`src/gfbch_pkg.sv`:
```
// ----------------------------------------------------------------------------
// gfbch_pkg
// Shared widths, code constants and GF(32) arithmetic for the BCH checksum.
// ----------------------------------------------------------------------------
package gfbch_pkg;

    localparam int SYM_W     = 5;
    localparam int SHORT_LEN = 13;
    localparam int LONG_LEN  = 15;
    localparam int CNT_W     = $clog2(LONG_LEN + 1);

    localparam logic [SYM_W-1:0] GF_MOD = 5'd9;  // x^5 + x^3 + 1, low bits

    typedef logic [LONG_LEN-1:0][SYM_W-1:0] t_rem;

    // generator coefficients, highest degree first
    localparam logic [SYM_W-1:0] SHORT_GEN [SHORT_LEN] = '{
        5'd25, 5'd27, 5'd17, 5'd8, 5'd0, 5'd25, 5'd25, 5'd25, 5'd31, 5'd27,
        5'd24, 5'd16, 5'd16
    };
    localparam logic [SYM_W-1:0] LONG_GEN [LONG_LEN] = '{
        5'd15, 5'd10, 5'd25, 5'd26, 5'd9, 5'd25, 5'd21, 5'd6, 5'd23, 5'd21,
        5'd6, 5'd5, 5'd22, 5'd4, 5'd23
    };
    // target residues, most significant first
    localparam logic [SYM_W-1:0] SHORT_TGT [SHORT_LEN] = '{
        5'd16, 5'd25, 5'd24, 5'd3, 5'd25, 5'd11, 5'd16, 5'd23, 5'd29, 5'd3,
        5'd25, 5'd17, 5'd10
    };
    localparam logic [SYM_W-1:0] LONG_TGT [LONG_LEN] = '{
        5'd16, 5'd25, 5'd24, 5'd3, 5'd25, 5'd11, 5'd16, 5'd23, 5'd29, 5'd3,
        5'd25, 5'd17, 5'd10, 5'd25, 5'd6
    };

    localparam t_rem REM_INIT = {{((LONG_LEN - 1) * SYM_W){1'b0}}, SYM_W'(1)};

    // checksum symbols, most significant first, already XORed with the target
    typedef struct packed {
        t_rem sym;
        logic match;
        logic long_code;
    } t_snap;

    function automatic logic [SYM_W-1:0] gf_mul(input logic [SYM_W-1:0] a,
                                                input logic [SYM_W-1:0] b);
        logic [SYM_W-1:0] acc;
        logic [SYM_W-1:0] x;
        logic             carry;
        acc = '0;
        x   = a;
        for (int i = 0; i < SYM_W; i++) begin
            if (b[i]) begin
                acc = acc ^ x;
            end
            carry = x[SYM_W-1];
            x     = {x[SYM_W-2:0], 1'b0};
            if (carry) begin
                x = x ^ GF_MOD;
            end
        end
        return acc;
    endfunction

endpackage

```
`src/gfbch_in_if.sv`:
```
// ----------------------------------------------------------------------------
// gfbch_in_if
// Symbol input channel: valid/ready with symbol and framing flags.
// ----------------------------------------------------------------------------
interface gfbch_in_if;
    logic                        valid;
    logic                        ready;
    logic [gfbch_pkg::SYM_W-1:0] symbol;
    logic                        first;
    logic                        last;

    modport source (output valid, symbol, first, last, input ready);
    modport sink   (input valid, symbol, first, last, output ready);
endinterface

```
`src/gfbch_out_if.sv`:
```
// ----------------------------------------------------------------------------
// gfbch_out_if
// Checksum output channel: valid/ready with checksum symbol and flags.
// ----------------------------------------------------------------------------
interface gfbch_out_if;
    logic                        valid;
    logic                        ready;
    logic [gfbch_pkg::SYM_W-1:0] check_symbol;
    logic                        matches_target;
    logic                        end_of_run;

    modport source (output valid, check_symbol, matches_target, end_of_run,
                    input ready);
    modport sink   (input valid, check_symbol, matches_target, end_of_run,
                    output ready);
endinterface

```
`src/gfbch_rem.sv`:
```
// ----------------------------------------------------------------------------
// gfbch_rem
// Remainder register and one-symbol BCH update; builds the checksum snapshot.
// ----------------------------------------------------------------------------
module gfbch_rem (
    input  logic                        i_clk,
    input  logic                        i_rst_n,
    input  logic                        i_long_code,
    input  logic                        i_accept,
    input  logic [gfbch_pkg::SYM_W-1:0] i_symbol,
    input  logic                        i_first,
    input  logic                        i_last,
    output gfbch_pkg::t_snap            o_snap,
    output logic                        o_snap_we
);
    import gfbch_pkg::*;

    t_rem             r_rem;
    t_rem             n_rem;
    t_rem             cur;
    logic [SYM_W-1:0] top;

    always_comb begin
        cur = i_first ? REM_INIT : r_rem;
        if (!i_long_code) begin
            cur[LONG_LEN-1] = '0;
            cur[LONG_LEN-2] = '0;
        end
        top = i_long_code ? cur[LONG_LEN-1] : cur[SHORT_LEN-1];

        n_rem    = '0;
        n_rem[0] = i_symbol;
        for (int k = 1; k < LONG_LEN; k++) begin
            if (i_long_code || k < SHORT_LEN) begin
                n_rem[k] = cur[k-1];
            end
        end
        for (int k = 0; k < LONG_LEN; k++) begin
            if (i_long_code) begin
                n_rem[k] = n_rem[k] ^ gf_mul(LONG_GEN[LONG_LEN-1-k], top);
            end else if (k < SHORT_LEN) begin
                n_rem[k] = n_rem[k] ^ gf_mul(SHORT_GEN[SHORT_LEN-1-k], top);
            end
        end

        o_snap           = '0;
        o_snap.long_code = i_long_code;
        for (int j = 0; j < LONG_LEN; j++) begin
            if (i_long_code) begin
                o_snap.sym[j] = n_rem[LONG_LEN-1-j] ^ LONG_TGT[j];
            end else if (j < SHORT_LEN) begin
                o_snap.sym[j] = n_rem[SHORT_LEN-1-j] ^ SHORT_TGT[j];
            end
        end
        o_snap.match = (o_snap.sym == '0);
        o_snap_we    = i_accept && i_last;
    end

    always_ff @(posedge i_clk) begin
        if (!i_rst_n) begin
            r_rem <= REM_INIT;
        end else if (i_accept) begin
            r_rem <= n_rem;
        end
    end

endmodule

```
`src/gfbch_emit.sv`:
```
// ----------------------------------------------------------------------------
// gfbch_emit
// Pending snapshot slot and output shifter; sends one checksum symbol per
// transaction, most significant first.
// ----------------------------------------------------------------------------
module gfbch_emit (
    input  logic             i_clk,
    input  logic             i_rst_n,
    input  gfbch_pkg::t_snap i_snap,
    input  logic             i_snap_we,
    output logic             o_pend_full,
    gfbch_out_if.source      o_out
);
    import gfbch_pkg::*;

    t_snap            r_pend;
    logic             r_pend_valid;
    t_rem             r_sym;
    logic [CNT_W-1:0] r_cnt;
    logic             r_match;
    logic             out_hs;
    logic             load;

    assign o_out.valid          = (r_cnt != '0);
    assign o_out.check_symbol   = r_sym[0];
    assign o_out.matches_target = r_match;
    assign o_out.end_of_run     = (r_cnt == CNT_W'(1));
    assign o_pend_full          = r_pend_valid && (r_cnt != '0);

    assign out_hs = o_out.valid && o_out.ready;
    assign load   = r_pend_valid && ((r_cnt == '0) || (o_out.end_of_run && out_hs));

    always_ff @(posedge i_clk) begin
        if (!i_rst_n) begin
            r_pend_valid <= 1'b0;
        end else if (i_snap_we) begin
            r_pend_valid <= 1'b1;
        end else if (load) begin
            r_pend_valid <= 1'b0;
        end
    end

    always_ff @(posedge i_clk) begin
        if (i_snap_we) begin
            r_pend <= i_snap;
        end
    end

    always_ff @(posedge i_clk) begin
        if (!i_rst_n) begin
            r_cnt <= '0;
        end else if (load) begin
            r_cnt <= r_pend.long_code ? CNT_W'(LONG_LEN) : CNT_W'(SHORT_LEN);
        end else if (out_hs) begin
            r_cnt <= r_cnt - CNT_W'(1);
        end
    end

    always_ff @(posedge i_clk) begin
        if (load) begin
            r_sym   <= r_pend.sym;
            r_match <= r_pend.match;
        end else if (out_hs) begin
            r_sym <= {{SYM_W{1'b0}}, r_sym[LONG_LEN-1:1]};
        end
    end

endmodule

```
`src/gf32_bch_checksum.sv`:
```
// ----------------------------------------------------------------------------
// gf32_bch_checksum
// BCH checksum over GF(32) with 13-symbol short and 15-symbol long codes.
//
//   channel   dir  handshake    payload
//   i_in      in   valid/ready  symbol[4:0], first, last
//   o_out     out  valid/ready  check_symbol[4:0], matches_target, end_of_run
//   i_cfg     in   write enable long_code
//
// One symbol per cycle enters the remainder update while input ready is high
// (combinational GF(32) XOR network). A last symbol parks its checksum in a
// one-entry slot, which loads the output shifter once the shifter is idle or
// its last symbol is taken; 13 or 15 symbols follow, one per cycle of ready.
// Input ready drops only while the slot holds a checksum behind a run that is
// still being sent.
// Reset is synchronous, active low, and restores the remainder to one.
// ----------------------------------------------------------------------------
module gf32_bch_checksum (
    input  logic        i_clk,
    input  logic        i_rst_n,
    gfbch_in_if.sink    i_in,
    gfbch_out_if.source o_out,
    input  logic        i_cfg_we,
    input  logic        i_cfg_wdata
);
    import gfbch_pkg::*;

    logic  r_long_code;
    logic  accept;
    logic  pend_full;
    t_snap snap;
    logic  snap_we;

    assign i_in.ready = !pend_full;
    assign accept     = i_in.valid && i_in.ready;

    always_ff @(posedge i_clk) begin
        if (!i_rst_n) begin
            r_long_code <= 1'b0;
        end else if (i_cfg_we) begin
            r_long_code <= i_cfg_wdata;
        end
    end

    gfbch_rem u_rem (
        .i_clk       (i_clk),
        .i_rst_n     (i_rst_n),
        .i_long_code (r_long_code),
        .i_accept    (accept),
        .i_symbol    (i_in.symbol),
        .i_first     (i_in.first),
        .i_last      (i_in.last),
        .o_snap      (snap),
        .o_snap_we   (snap_we)
    );

    gfbch_emit u_emit (
        .i_clk       (i_clk),
        .i_rst_n     (i_rst_n),
        .i_snap      (snap),
        .i_snap_we   (snap_we),
        .o_pend_full (pend_full),
        .o_out       (o_out)
    );

endmodule
```
`src/flat_wrapper.sv`:
```
// flat-port wrapper written by rule: the top's interface ports become plain ports
module gf32_bch_checksum_flat import gfbch_pkg::*;
  (i_clk, i_rst_n, i_cfg_we, i_cfg_wdata, i_in_valid, i_in_symbol, i_in_first, i_in_last, i_in_ready, o_out_valid, o_out_check_symbol, o_out_matches_target, o_out_end_of_run, o_out_ready);
  gfbch_in_if i_in_i ();
  gfbch_out_if o_out_i ();
  input  logic i_clk;
  input  logic i_rst_n;
  input  logic i_cfg_we;
  input  logic i_cfg_wdata;
  input wire logic [$bits(i_in_i.valid)-1:0] i_in_valid;
  input wire logic [$bits(i_in_i.symbol)-1:0] i_in_symbol;
  input wire logic [$bits(i_in_i.first)-1:0] i_in_first;
  input wire logic [$bits(i_in_i.last)-1:0] i_in_last;
  output wire logic [$bits(i_in_i.ready)-1:0] i_in_ready;
  output wire logic [$bits(o_out_i.valid)-1:0] o_out_valid;
  output wire logic [$bits(o_out_i.check_symbol)-1:0] o_out_check_symbol;
  output wire logic [$bits(o_out_i.matches_target)-1:0] o_out_matches_target;
  output wire logic [$bits(o_out_i.end_of_run)-1:0] o_out_end_of_run;
  input wire logic [$bits(o_out_i.ready)-1:0] o_out_ready;
  assign i_in_i.valid = i_in_valid;
  assign i_in_i.symbol = i_in_symbol;
  assign i_in_i.first = i_in_first;
  assign i_in_i.last = i_in_last;
  assign i_in_ready = i_in_i.ready;
  assign o_out_valid = o_out_i.valid;
  assign o_out_check_symbol = o_out_i.check_symbol;
  assign o_out_matches_target = o_out_i.matches_target;
  assign o_out_end_of_run = o_out_i.end_of_run;
  assign o_out_i.ready = o_out_ready;
  gf32_bch_checksum u_core (.i_clk(i_clk), .i_rst_n(i_rst_n), .i_in(i_in_i), .o_out(o_out_i), .i_cfg_we(i_cfg_we), .i_cfg_wdata(i_cfg_wdata));
endmodule
```
`config.mk`:
```
export PLATFORM = sky130hd
export DESIGN_NAME = gf32_bch_checksum_flat
export DESIGN_NICKNAME = d
export VERILOG_FILES = /design/src/gfbch_pkg.sv /design/src/gfbch_in_if.sv /design/src/gfbch_out_if.sv /design/src/gfbch_rem.sv /design/src/gfbch_emit.sv /design/src/gf32_bch_checksum.sv /design/src/flat_wrapper.sv
export SDC_FILE = /design/constraint.sdc
export NUM_CORES = 1
export LEC_CHECK = 0
export BUFFER_PORTS_ARGS = -buffer_cell sky130_fd_sc_hd__clkbuf_2
export CAP_MARGIN = 0
export CORE_UTILIZATION = 40
export CTS_BUF_LIST = sky130_fd_sc_hd__clkbuf_4
export DETAILED_ROUTE_END_ITERATION = 8
export GPL_TIMING_DRIVEN = 0
export PLACE_DENSITY = 0.53
export SLEW_MARGIN = 10
export SYNTH_ARGS = -nofsm -noshare
export SYNTH_HDL_FRONTEND = slang
export SYNTH_SLANG_ARGS = --single-unit
```
`constraint.sdc`:
```
create_clock -name i_clk -period 3.8 [get_ports i_clk]
set_clock_uncertainty 0.05 [all_clocks]
set_input_delay 1.14 -clock i_clk [delete_from_list [all_inputs] [get_ports i_clk]]
set_output_delay 1.14 -clock i_clk [all_outputs]
set_load 0.01 [all_outputs]
```
; ---- After elaboration in Yosys (flattened, before gate mapping)
; Cells that the tools add are included.
[totals]
inputBits = 13
output_inout_bits = 9
wordCells = 554
ff_bits = 234
[op_classes]
n_eq_ne = 1
reduce_logical = 13
n_mux = 319
bitwise = 169
add_sub_neg = 1
[op_table]
columns = cell, count
row1 = two-way mux 5 bit, 260
row2 = bitwise XOR 5 bit, 90
row3 = two-way mux 75 bit, 3
row4 = two-way mux 4 bit, 50
row5 = NOT 2 bit, 58
row6 = zero test 75 bit, 1
row7 = NOT 3 bit, 9
row8 = NOT 4 bit, 5
row9 = two-way mux 3 bit, 3
row10 = NOT 1 bit, 7
row11 = logical AND 1 bit, 6
row12 = equality test 4 x 1 -> 1 bit (second input constant), 1
row13 = zero test 4 bit, 1
row14 = nonzero test 2 bit, 2
row15 = nonzero test 4 bit, 1
row16 = subtractor 4 x 1 -> 4 bit (second input constant), 1
row17 = two-way mux 1 bit, 2
row18 = two-way mux 2 bit, 1
row19 = zero test 1 bit, 1
row20 = logical OR 1 bit, 1

; ---- Logic depth before layout (Yosys ltp)
[depth]
word_depth = 21
ltp_mapped = 11
ltp_nobuf = 9

; ---- Hierarchy
; From an unflattened synthesis, not the netlist that was laid out.
[unflattened]
cells_unflattened = 1381
area_unflattened_um2 = 13606.8
[modules_own_cells]
columns = module, cells_per_inst, seq_area_each_um2, area_per_inst_um2, instances
row1 = gfbch_rem, 951, 1501.4, 7723.7, 1
row2 = gfbch_emit, 425, 4694.5, 5836.8, 1
row3 = gf32_bch_checksum, 5, 20.0, 46.3, 1

; ---- Worst setup path after synthesis
; Ideal clock, no wire load.
[synth_path]
path_type = input-to-reg
from = input i_in_first
to = register u_core.u_emit.r_pend[1] (netlist name), data pin
arrival_ns = 3.637
setup_slack_ns = -0.057
stages = 8
required_time_ns = 3.580
n_path_buf = 2
cell_sequence = clkbuf_1 > nand2b_1 > clkbuf_1 > o2bb2ai_1 > or4b_1 > or4_1 > or4_1 > nor4_2
[synth_lines]
columns = item, line_no
row1 = start: declaration, flat_wrapper.sv:12  ; input wire logic [$bits(i_in_i.first)-1:0] i_in_first;
row2 = end signal: assignment, gfbch_emit.sv:45  ; r_pend <= i_snap;
row3 = end: declaration, gfbch_emit.sv:16  ; t_snap r_pend;

==> metrics list <==
- After the flow finishes, the layout carries non-filler instances totaling 1931.
- Of all nets on the critical path, the largest fanout is 10.
- Area post-placement: between 10000 and 15000 µm²
- Summing the areas of all and, or, nand and nor instances in the mapped netlist gives 17.2% of the synthesized area.
- Post-route design area: about 15000 µm²
- Top-level I/O count: 22
- Entering global routing, the biggest net connects 56 pins.
- The number of antenna violations at the first check in global routing came to 3.
* Post-synthesis register bit count: 234
* CTS max path bufs: 3
- The count of pins over their slew limit was 0.
- Of the total synthesized cell area, the portion taken by XOR and XNOR cells is 18.4%.
- In the final layout, flip-flops and latches occupy between 6000 and 7000 µm².
* Post-synth EDFFs: about 150
* Startpoint types: input pin
- In the final layout, the multi-input gates occupy just under 7000 µm².
* Synthesis Warnings: 0
- Filler Cells Inserted: between 3000 and 4000
- Result of the run: finished, violations left
* Placeable core region: between 30000 and 40000 µm²
* Ranking of synthesized cells by instance count: 298 x sky130_fd_sc_hd__nand2_1, 153 x sky130_fd_sc_hd__edfxtp_1, 113 x sky130_fd_sc_hd__xnor2_1, 95 x sky130_fd_sc_hd__xor2_1, 81 x sky130_fd_sc_hd__dfxtp_1
- Final hold violation count: 0
- For the pin with the worst max-slew slack, the measured transition is 1.01 ns.
* Max capacitance violation total: 0
* Worst slack after detailed placement: -1.30 ns
* PD cells: a little under 600 nW/µm²
- After layout, the worst setup slack is -0.0526 ns.
- Global-route wire length before repair: between 70000 and 80000 µm
- TritonCTS created 70 clock buffers.
* Number of design-rule violations left by the first detailed-router iteration: ~1200
* Minimum setup slack among reg-to-reg paths: 0.10 ns
- Worst ir drop on vdd: about 0.00028 V
- The H-tree generated during clock tree synthesis spans 3 levels.
- STA puts the critical path data arrival time at between 4 and 5 ns.
- After layout, the minimum clock period comes to 3.85 ns.
- Adder and majority cell fraction of the synthesized area: 0.189%
* GRT Util Overall: a little over 30%
- Clock sink count: about 230
- Final routed wire length divided by cell count: about 26 µm
- Input and output buffers added on the ports amount to 20.
* Cell taking the most area after synthesis: sky130_fd_sc_hd__edfxtp_1
- Final total negative setup slack: -0.0635 ns
- Vias per cell: approximately 5.5
- STA classifies the critical path endpoint as a flop.
* Synthesized area: 13200 µm²
- CTS root buffer: sky130_fd_sc_hd__clkbuf_4
* Register clock-pin slew on the reported worst setup and hold paths: approximately 0.06 ns
- The congestion estimate from routability-driven global placement came to about 1.
- Including well taps, the total number of placed cells is 1805.
- Hold Buf Count CTS: 0
* Share of cell area taken by muxes after synthesis: 2.11%
- Failing checks: setup timing
- Total Wirelength: 50900 µm
* Final core area utilization: 46.6%
- DRC viols: 0
- Setup repair after global routing left no endpoint under its margin.
- Relative slew slack: about a third
* Layout overhead on the synthesized area: 14.6%
- The synthesized design devotes to its leading area cell type a little over a third of total area.
* Top area cells in the synthesized netlist: sky130_fd_sc_hd__edfxtp_1 35%, sky130_fd_sc_hd__dfxtp_1 12%, sky130_fd_sc_hd__nand2_1 8.4%
- Effective utilization at floorplan: between 40% and 50%
- TritonCTS built the clock tree.
- Syn nets: between 1000 and 1500
* Predominant post-synthesis flop cell: sky130_fd_sc_hd__edfxtp_1
* Clock insertion delay at the later pin of the skew report: roughly 0.76 ns
* Kind of critical path: input pin to flop
- Final-report setup violation count: 2
- Required time of the worst setup path: between 4 and 5 ns
* Die area: between 30000 and 40000 µm²
- The pre-antenna-repair detailed-routing pass consisted of 5 iterations.
- The synthesized netlist devotes a little under an eighth of its cell area to compound gates.
- Summing over every cut layer, the via total after detailed routing is 10700.
- Counting flops with an async set or reset pin after synthesis yields a share of 0%.
* Die extent in x: 184 µm
- In this run the worst hold path is classified as flop to flop.
* Total grt overflow: 0
- The floorplan has 66 rows.
- Post-synthesis area per instance: just under 10 µm²
- Post-layout nets: about 1500
* Estimated wirelength of the detail-placed design: 37800 µm
- In the final layout, the share of cells above drive strength 1 is between 10% and 20%.
- The number of different library cells used by synthesis comes to 70.
- The number of global-route vias before repair came to 10400.
* Sequential share of the synthesized area: between 40% and 50%
* Most used standard cell by instance count after synthesis: sky130_fd_sc_hd__nand2_1
* Cells after synthesis: roughly 1300
- Of the available clock period, the critical path in the final layout requires 101%.
* F_max: roughly 260 MHz
- Once detail routing completed, the nets flagged for antenna violations numbered 0.
* Static Leak: around 6 nW
* Largest family of logic cells by synthesized area: XOR/XNOR gates
* Die extent in y: ~180 µm
-- critical path, cell delays in order --
cell	delay [ns]
sky130_fd_sc_hd__clkbuf_2	0.10
sky130_fd_sc_hd__clkbuf_2	0.26
sky130_fd_sc_hd__nand2b_2	0.30
sky130_fd_sc_hd__clkbuf_4	0.34
sky130_fd_sc_hd__clkbuf_1	0.60
sky130_fd_sc_hd__nor2_1	0.25
sky130_fd_sc_hd__nor3_1	0.85
sky130_fd_sc_hd__nor4b_1	0.14
sky130_fd_sc_hd__nand4_1	0.20
sky130_fd_sc_hd__nor4_2	0.06
-- power breakdown --
group          internal, mW  leakage (nW)  switching (mW)
Combinational         0.881          3.39            1.68
Sequential             3.53          2.08           0.263
Clock                  1.38         0.535            1.13
Total                  5.79          6.01            3.07
-- registers in the layout, summed over array words and instances (netlist names) --
name / cells
u_core.u_emit.o_out.matches_target: 1
u_core.u_emit.r_pend_valid: 1
u_core.u_emit.o_out.check_symbol: 5
u_core.u_emit.r_pend: 77
u_core.u_emit.r_sym: 70
u_core.r_long_code: 1
u_core.u_emit.r_cnt: 4
u_core.u_rem.r_rem: 75
-- final cells by class --
| cell class | count | share of cell area, % |
|---|---|---|
| Tap cell | 442 | 3.64 |
| Sequential cell | 234 | 41.0 |
| Buffer | 108 | 3.33 |
| Timing Repair Buffer | 28 | 1.29 |
| Antenna cell | 1 | 0.0165 |
| Clock buffer | 104 | 5.15 |
| Clock inverter | 16 | 0.808 |
| Inverter | 12 | 0.297 |
| Multi-Input combinational cell | 986 | 44.5 |
-- logic make-up (layout without fill, tap and decap cells) --
family / after synthesis / after routing
multiplexers: 26 / 26
AND/OR/NAND/NOR: 504 / 504
adder cells (fa/ha/maj): 2 / 2
other: 0 / 1
AO/OA/AOI/OAI: 218 / 218
flip-flops: 234 / 234
buffers and inverters: 120 / 268
XOR/XNOR: 236 / 236
-- worst paths after layout --
kind	from	end	depth (start not counted)
worst max-delay path	i_in_first	u_core.u_emit.r_pend[1]	10
worst min-delay path	u_core.u_emit.r_pend[1]	u_core.u_emit.o_out.matches_target	0
worst max register to register	u_core.r_long_code	u_core.u_emit.r_pend[1]	7
worst min register to register	u_core.u_emit.r_pend[1]	u_core.u_emit.o_out.matches_target	0
-- what timing repair did --
item,4_1_cts,5_1_grt
resized for setup,29,39
endpoints found under the setup margin,72,2
pin swaps,0,1
setup buffers,2,3
-- metal layers --
layer	up-vias	GRT usage [%]	part of all wire, %
met5	-	0	0
li1	4859	-	-
met4	0	18.4	5.7
met3	172	6.83	7.6
met2	579	48.1	44
met1	5096	40.0	42
-- per-stage QoR --
stage	power (mW)	hold WS [ns]
3_3_place_gp	6.31	0.352
5_1_grt	9.35	0.396
3_5_place_dp	6.34	0.355
6_report	8.86	0.369
2_1_floorplan	5.40	0.350
4_1_cts	8.91	0.370
-- layout by cell type (no fill, tap or decap), drive strengths merged, types with 12 or more instances in the layout --
cell type    n
nand2      298
xor2        95
nand2b      13
o211ai      13
buf         41
clkinv      13
a21boi      13
clkbuf     198
nor2        55
o21ai       28
mux2i       21
inv         12
and2        21
nand3       12
nor3        15
edfxtp     153
a21oi       40
xnor3       19
a22oi       49
xnor2      117
nor2b       51
dfxtp       81
(Power assumes the default switching activity.)
